### config.mk
export PLATFORM = sky130hd
export DESIGN_NAME = sync_frame_deframer_checksum_unit
export DESIGN_NICKNAME = d
export VERILOG_FILES = /design/src/design/sfd_pkg.sv /design/src/design/sfd_collector.sv /design/src/design/sync_frame_deframer_checksum_unit.sv
export SDC_FILE = /design/constraint.sdc
export NUM_CORES = 1
export LEC_CHECK = 0
export BUFFER_PORTS_ARGS = -buffer_cell sky130_fd_sc_hd__clkbuf_2
export CORE_MARGIN = 2
export CORE_UTILIZATION = 60
export CTS_BUF_LIST = sky130_fd_sc_hd__clkbuf_8
export CTS_CLUSTER_SIZE = 25
export DETAILED_ROUTE_END_ITERATION = 8
export HOLD_SLACK_MARGIN = 0.1
export PLACE_DENSITY = 0.87
export REMOVE_ABC_BUFFERS = 1
export SLEW_MARGIN = 0
export SYNTH_ARGS = -nofsm -noshare
export SYNTH_HDL_FRONTEND = slang
export SYNTH_SLANG_ARGS = --single-unit
### constraint.sdc
create_clock -name clk -period 8.4 [get_ports clk]
set_input_delay 0.84 -clock clk [delete_from_list [all_inputs] [get_ports clk]]
set_output_delay 0.84 -clock clk [all_outputs]
set_load 0.02 [all_outputs]
### src/design/sfd_pkg.sv
package sfd_pkg;

  localparam logic [7:0]  SYNC_BYTE  = 8'hFF;
  localparam int          FRAME_LEN  = 7;
  localparam int          DATA_LEN   = FRAME_LEN - 1;
  localparam int          POS_W      = $clog2(FRAME_LEN);
  localparam logic [15:0] SPEED_BIAS = 16'h8000;

  typedef logic [POS_W-1:0]   pos_t;
  typedef logic [7:0]         byte_t;
  typedef logic signed [15:0] speed_t;

  localparam pos_t LAST_POS = pos_t'(FRAME_LEN - 1);

  // collector status seen by the output side
  typedef struct packed {
    logic frame_last; // collector waits for the checksum word that closes the frame
  } status_t;

  typedef struct packed {
    logic   valid;
    speed_t speed_c;
    speed_t speed_b;
    speed_t speed_a;
  } result_t;

  // bias minus big-endian pair, wrapped to 16 bits
  function automatic speed_t speed_of(input byte_t hi, input byte_t lo);
    speed_of = speed_t'(SPEED_BIAS - {hi, lo});
  endfunction

endpackage

### src/design/sfd_collector.sv
module sfd_collector
  import sfd_pkg::*;
(
  input  logic    clk,
  input  logic    rst,
  input  logic    byte_take,
  input  byte_t   rx_byte,
  output status_t status,
  output result_t result
);

  logic  prev_sync, prev_sync_next;
  logic  in_frame, in_frame_next;
  pos_t  pos, pos_next;
  byte_t sum, sum_next;
  byte_t data [DATA_LEN];
  logic  store;
  logic  hit;

  always_comb begin
    prev_sync_next = prev_sync;
    in_frame_next  = in_frame;
    pos_next       = pos;
    sum_next       = sum;
    store          = 1'b0;
    hit            = 1'b0;
    if (byte_take) begin
      if (rx_byte == SYNC_BYTE && prev_sync) begin
        // sync pair, restart collection
        in_frame_next = 1'b1;
        pos_next      = '0;
      end else begin
        prev_sync_next = (rx_byte == SYNC_BYTE);
        if (in_frame) begin
          if (pos == LAST_POS) begin
            // checksum word closes the frame
            in_frame_next  = 1'b0;
            prev_sync_next = 1'b0;
            pos_next       = '0;
            hit            = (sum == rx_byte);
          end else begin
            store    = 1'b1;
            sum_next = (pos == '0) ? rx_byte : byte_t'(sum + rx_byte);
            pos_next = pos_t'(pos + pos_t'(1));
          end
        end
      end
    end
  end

  always_ff @(posedge clk) begin
    if (rst) begin
      prev_sync <= 1'b0;
      in_frame  <= 1'b0;
      pos       <= '0;
    end else begin
      prev_sync <= prev_sync_next;
      in_frame  <= in_frame_next;
      pos       <= pos_next;
    end
  end

  always_ff @(posedge clk) begin
    sum <= sum_next;
    if (store) begin
      data[pos] <= rx_byte;
    end
  end

  assign status.frame_last = in_frame && (pos == LAST_POS);

  assign result.valid   = hit;
  assign result.speed_a = speed_of(data[0], data[1]);
  assign result.speed_b = speed_of(data[2], data[3]);
  assign result.speed_c = speed_of(data[4], data[5]);

`ifndef NO_ASSERTIONS
  a_idle_pos_zero: assert property (@(posedge clk) disable iff (rst)
    !in_frame |-> (pos == '0))
    else $error("position not zero while idle");

  a_pos_range: assert property (@(posedge clk) disable iff (rst)
    pos <= LAST_POS)
    else $error("position beyond frame");

  a_frame_close: assert property (@(posedge clk) disable iff (rst)
    result.valid |=> (!in_frame && !prev_sync))
    else $error("frame not closed after result");
`endif

endmodule

### src/design/sync_frame_deframer_checksum_unit.sv
// double sync byte deframer with additive checksum, one word per cycle
// latency: m_tvalid rises the cycle after the checksum word is accepted
// throughput: one input word per cycle; s_tready drops only for a frame
//   closing word while the output register holds an untaken result
// reset: rst synchronous active high, clears sync, frame and output valid
module sync_frame_deframer_checksum_unit
  import sfd_pkg::*;
(
  input  logic        clk,
  input  logic        rst,
  // input stream
  input  logic        s_tvalid,
  output logic        s_tready,
  input  logic [7:0]  s_tdata,  // rx_byte[7:0]
  // result stream
  output logic        m_tvalid,
  input  logic        m_tready,
  output logic [47:0] m_tdata   // speed_a[15:0], speed_b[31:16], speed_c[47:32]
);

  status_t status;
  result_t result;
  logic    byte_take;
  logic    out_free;

  // output slot is free when empty or being drained this cycle
  assign out_free  = !m_tvalid || m_tready;
  // only a frame closing word can produce a result, so only it waits
  assign s_tready  = out_free || !status.frame_last;
  assign byte_take = s_tvalid && s_tready;

  sfd_collector u_collector (
    .clk       (clk),
    .rst       (rst),
    .byte_take (byte_take),
    .rx_byte   (s_tdata),
    .status    (status),
    .result    (result)
  );

  // output register
  always_ff @(posedge clk) begin
    if (rst) begin
      m_tvalid <= 1'b0;
    end else if (result.valid) begin
      m_tvalid <= 1'b1;
    end else if (m_tready) begin
      m_tvalid <= 1'b0;
    end
  end

  // payload needs no reset
  always_ff @(posedge clk) begin
    if (result.valid) begin
      m_tdata <= {result.speed_c, result.speed_b, result.speed_a};
    end
  end

`ifndef NO_ASSERTIONS
  a_no_overrun: assert property (@(posedge clk) disable iff (rst)
    result.valid |-> out_free)
    else $error("result would overwrite an untaken word");

  a_result_from_word: assert property (@(posedge clk) disable iff (rst)
    result.valid |-> (byte_take && status.frame_last))
    else $error("result without a closing word");

  a_rise_cause: assert property (@(posedge clk) disable iff (rst)
    $rose(m_tvalid) |-> $past(byte_take && status.frame_last))
    else $error("output valid without a completed frame");
`endif

endmodule

==> results.cfg, run 1 <==
[yosys]
yosysWarningCount = 0
yosys.area.top_type = edfxtp_1
synth_async_sr_flop_share = 0
ys_top_cells_by_area = edfxtp_1, xnor2_1, xor2_1
yosysSeqAreaShare = 0.685
syn-mean-instance-area_sq_um = 14.2
ys_seq_elements = 110
synth.most_common_cell = edfxtp_1
synth-edff-count = 104
synth_top_area_frac = 0.660
synth.distinct_cells = 47
synth_ff_type = edfxtp_1
synth_common_cells = edfxtp_1, xnor2_1, nor2_1
syn_inst = 333
synth_area_sq_um = 4730

[routing]
totalWireLength_um = 8590
drt_first_pass_iters = 6
antenna_left = 0
dr_total_vias = 2909
drtIter0Drc = 230
via_per_inst = 5.72
drcViolationCount = 0
wl_per_cell_um = 16.9

[floorplanning]
start_util = 0.616
die_w_um = 92.8
row_count = 32
die-area_sq_um = 8620
core-area_sq_um = 7690
ios = 62
fp.dieH_um = 92.8

[placed_design]
dp_hpwl_um = 6000
dp.cells = 493
io_buffers = 61
place_congestion = 0.859

[cts]
cts.clk_slew.worst_paths_ps = 100
cts_buffer_depth = 2
cts_resized = 0
hold_buffers = 0
cts-root-buf = clkbuf_8
cts_tree = yes
clock-sinks = 110
post_cts_buffers = 0
numCtsBuffers = 9
cts_max_level = 3
clk_latency_ps = 360

[cells_and_area]
antenna_cells = 0
area_growth_syn_to_layout_pct = 13.5
final_cell_count_no_fill = 509
drive_gt1_frac = 0.219
final_nets = 425

[timing]
period_needed_ps = 2740
hold_ws_ps = 503
slew_headroom = 0.329
tns_ps = 0
rsz0062_at_grt = false
slew_violations = 0
skew_ps = 12.6
finalHoldViolCount = 0
clock.fmax_mhz = 365
setup_viol = 0
fin_crit_sh = 0.326
max_slew.worst_pin.slew_ps = 999

[pwr]
p_sw_mw = 0.197
clock_power_share = 0.342
worst_ir_drop_vdd_uv = 79.2
power.internal_mw = 0.745
power_density_nw_per_um2 = 175
swShare = 0.209
total_leakage_power_nw = 1.84
power_frac_seq = 0.632
combPwrFrac = 0.026

[min_path]
min_path_type = reg2reg

[setup_path]
cp.arrival_ps = 2740
worstSetupPathType = in2reg
crit_path_start_kind = input port
crit_path_end_kind = register
required_ps = 8400
critical_path_peak_fanout = 11

[grt]
grt_max_degree = 49
grt_pass1_wl_um = 13500
first_global_vias = 2746
overflow = 0
antenna_found_initial = 0
groute.usage.overall = 0.207

[outcome]
status = finished, final reports clean

[run]
maxCapViolCount = 0
through the flow:
stage | setup WS (ps) | utilization | instance area [sq um] | total power [mW]
global placement | 5430 | 0.672 | 5170 | 0.630
finish | 5660 | 0.699 | 5370 | 0.942
floorplan | 1270 | - | 4710 | 0.619
detailed placement | 5300 | 0.672 | 5170 | 0.632
global route | 5490 | 0.699 | 5370 | 0.967
CTS | 5690 | 0.699 | 5370 | 0.945
registers in the layout, summed over array words and instances (netlist names):
signal,flops
u_collector.in_frame,1
m_tdata,48
u_collector.data,48
u_collector.prev_sync,1
m_tvalid,1
u_collector.pos,3
u_collector.sum,8
worst max-delay path, cell delays in order:
cell	delay, ps
clkbuf_2	200
and4_1	270
nand3_1	250
nand3_1	220
or3_1	400
nor2_1	550
path summary, 6_finish.rpt:
check,start,endpoint,slack (ps),cells after the start
worst max register to register,u_collector.sum[6]$_DFFE_PP_,m_tdata[7]$_DFFE_PP_,6050,5
worst max-delay path,s_tdata[7],u_collector.data[1][4]$_DFFE_PP_,5660,6
worst min-delay path,m_tvalid$_SDFFE_PP0P_,m_tvalid$_SDFFE_PP0P_,500,2
worst min register to register,m_tvalid$_SDFFE_PP0P_,m_tvalid$_SDFFE_PP0P_,500,2
final cells by class:
type,instances,area (sq um)
inverters,13,48.8
repair buffers,63,320
clock inverters,7,81.3
multi-input cells,205,1430
clock buffers,9,124
flip-flops and latches,110,3240
fillers,547,2310
well taps,102,128
cell usage in the layout (no fill, tap or decap), drive strengths merged, types with 4 or more instances in the layout:
cell	instances
inv	15
xnor2	26
nand2	17
a21oi	12
ha	10
dfxtp	6
nor3	18
nor2	21
or3	7
and4	4
nand3	6
edfxtp	104
xor2	20
nand2b	7
clkbuf	70
o21ai	10
nor4	10
kinds of logic (layout without fill, tap and decap cells):
kind of cell	after synthesis	after routing	synth area share
AND/OR/NAND/NOR	107	107	0.131
adder cells (fa/ha/maj)	11	11	0.0307
buffers and inverters	18	92	0.0145
XOR/XNOR	46	46	0.0851
AO/OA/AOI/OAI	41	41	0.0536
flip-flops	110	110	0.685
per-layer routing:
| metal | up-vias | wire (um) | share of wire | global-route usage |
|---|---|---|---|---|
| met5 | - | 0 | 0 | 0 |
| met4 | 0 | 191 | 0.022 | 0.0968 |
| met3 | 14 | 517 | 0.060 | 0.0350 |
| met2 | 110 | 4370 | 0.51 | 0.344 |
| met1 | 1403 | 3510 | 0.41 | 0.268 |
| li1 | 1382 | - | - | - |
power groups by stage:
stage / Clock [mW] / Sequential [mW] / Combinational [mW]
finish: 0.322 / 0.595 / 0.0249
detailed placement: 0 / 0.607 / 0.0246
global placement: 0 / 0.607 / 0.0231
global route: 0.345 / 0.595 / 0.0275
CTS: 0.326 / 0.595 / 0.0248
floorplan: 0 / 0.607 / 0.0120
Power figures use the tool's default switching activity.
==> run 2, diff against run 1 <==
- ABC_AREA: default -> 1
- CORE_UTILIZATION: 60 -> 54
- PLACE_DENSITY: 0.87 -> 0.83
- clock period: 8.4 -> 2.2 ns (I/O delays scaled with it)
==> run 2 against run 1 <==
Sequential share of layout area fell by 5.0 points. Die area rose by 19%. Critical endpoint is now m_tdata[17]$_DFFE_PP_. Total power rose to 3.8 times the previous value. Largest power group unchanged.
==> results.cfg, run 2 <==
[cells_and_area]
antenna_cells = 0
area_growth_syn_to_layout_pct = 14.9
drive_gt1_frac = 0.234
final_nets = 560
reg_top3 = m_tdata: 48 flops, u_collector.data: 48 flops, u_collector.sum: 8 flops
mostFrequentLayoutCell = edfxtp_1
final_cell_count_no_fill = 653
fillers = 684
design_area_sq_um = 5860
final_cell_mix = edfxtp_1, nand2_1, inv_1

[timing]
period_needed_ps = 2140
tns_ps = 0
slew_headroom = 0.706
setup_viol = 0
clock.fmax_mhz = 468
skew_ps = 14.1
rsz0062_at_grt = false
fin_crit_sh = 0.972
slew_violations = 0
max_slew.worst_pin.slew_ps = 441
setup_slack_ps = 61.5
finalHoldViolCount = 0

[floorplanning]
ios = 62
fp.dieH_um = 101
core-area_sq_um = 9200
die-area_sq_um = 10200
row_count = 35
die_w_um = 101
start_util = 0.554

[yosys]
yosys.area.top_type = edfxtp_1
synth_ff_type = edfxtp_1
syn-mean-instance-area_sq_um = 11.3
synth_area_sq_um = 5100
yosysWarningCount = 0
synth_async_sr_flop_share = 0
yosysSeqAreaShare = 0.636
syn_inst = 452
synth_top_area_frac = 0.613
synth.distinct_cells = 34
ys_top_cells_by_area = edfxtp_1, nand2_1, xor2_1
synth_common_cells = edfxtp_1, nand2_1, inv_1
ys_seq_elements = 110
synth.most_common_cell = edfxtp_1
synth-edff-count = 104

[pwr]
power_density_nw_per_um2 = 608
total_leakage_power_nw = 2.37
worst_ir_drop_vdd_uv = 343

[grt]
grt_max_degree = 49
grtUsageMet3 = 0.0276
antenna_found_initial = 0
grt_pass1_wl_um = 15400
overflow = 0
first_global_vias = 3313
met1_usage = 0.247
groute.usage.overall = 0.193
gr-usage-met2 = 0.330
grt-busiest-layer = met2

[routing]
drt_first_pass_iters = 6
wl_per_cell_um = 14.5
totalWireLength_um = 9440
via_per_inst = 5.16
drcViolationCount = 0
antenna_left = 0
drtIter0Drc = 199
dr_total_vias = 3367

[placed_design]
place_ws_ps = 161
dpl_cell_area_sq_um = 5630
dp.cells = 634
dp_hpwl_um = 6860
io_buffers = 61
place_congestion = 0.918

[setup_path]
cp.arrival_ps = 2200
worstSetupPathType = in2reg
required_ps = 2270
slowest_delay_ps = 550
crit_path_start_kind = input port
path_cells = dlygate4sd3_1 > clkbuf_2 > ha_2 > nor3_1 > nand3_1 > nor2_1 > nand2_2 > clkinv_1 > clkbuf_16
crit_slowest_cell = dlygate4sd3_1
critical_path_peak_fanout = 24
crit_path_end_kind = register

[cts]
cts.clk_slew.worst_paths_ps = 100
numCtsBuffers = 9
cts_max_level = 3
clock-sinks = 110
clk_latency_ps = 360
cts_tree = yes
cts-root-buf = clkbuf_8
cts_buffer_depth = 2

[min_path]
min_path_type = in2reg

[run]
maxCapViolCount = 0

[outcome]
status = finished, final reports clean
## run 2: worst paths after layout
path,startpoint,to,slack (ps),depth (start not counted)
worst max-delay path,s_tdata[4],m_tdata[17]$_DFFE_PP_,60,9
worst min register to register,u_collector.data[1][0]$_DFFE_PP_,m_tdata[0]$_DFFE_PP_,490,0
worst min-delay path,m_tready,m_tvalid$_SDFFE_PP0P_,170,4
worst max register to register,u_collector.sum[5]$_DFFE_PP_,m_tdata[17]$_DFFE_PP_,180,8
## run 2: area by class of cell
type / instances / area [sq um] / share of cell area
Multi-Input combinational cell: 273 / 1600 / 0.272
Sequential cell: 110 / 3240 / 0.554
Clock buffer: 9 / 124 / 0.0211
Timing Repair Buffer: 76 / 453 / 0.0773
Clock inverter: 7 / 51.3 / 0.00876
Tap cell: 111 / 139 / 0.0237
Inverter: 67 / 251 / 0.0429
## run 2: report_power, final
group          leakage, nW  total (mW)  internal, mW  switching, mW
registers            0.985        2.30          2.29        0.00893
logic                 1.30       0.179        0.0668          0.112
clock network       0.0852        1.09         0.414          0.672
## run 2: worst max-delay path: cells and delay by family
kind	cells	cell delay [ps]
adders and majority gates	1	330
buffers and inverters	4	1110
and+or+nand+nor	4	540
## run 2: kinds of logic after synthesis
group / count (synthesis) / share of synthesized area
simple gates: 204 / 0.199
flops: 110 / 0.636
fa+ha+maj: 11 / 0.0285
buf+inv: 69 / 0.0513
xor+xnor: 37 / 0.0636
compound gates: 21 / 0.0218
## run 2: timing repair
| action | CTS | global route |
|---|---|---|
| endpoints found under the setup margin | 0 | 32 |
| hold endpoints to repair | 4 | 0 |
| resized for setup | 0 | 2 |
| hold buffers | 2 | 0 |
| setup buffers | 0 | 0 |
## run 2: per-layer routing
| layer | wire, um | vias to the layer above |
|---|---|---|
| li1 | - | 1678 |
| met3 | 440 | 10 |
| met2 | 4730 | 113 |
| met1 | 4160 | 1566 |
| met5 | 0 | - |
| met4 | 116 | 0 |
## run 2: stage by stage
stage,hold WS (ps),util,power (mW)
2_1_floorplan,282,-,2.45
3_3_place_gp,444,0.613,2.51
3_5_place_dp,462,0.613,2.52
4_1_cts,154,0.634,3.59
5_1_grt,173,0.637,3.69
6_report,166,0.637,3.56
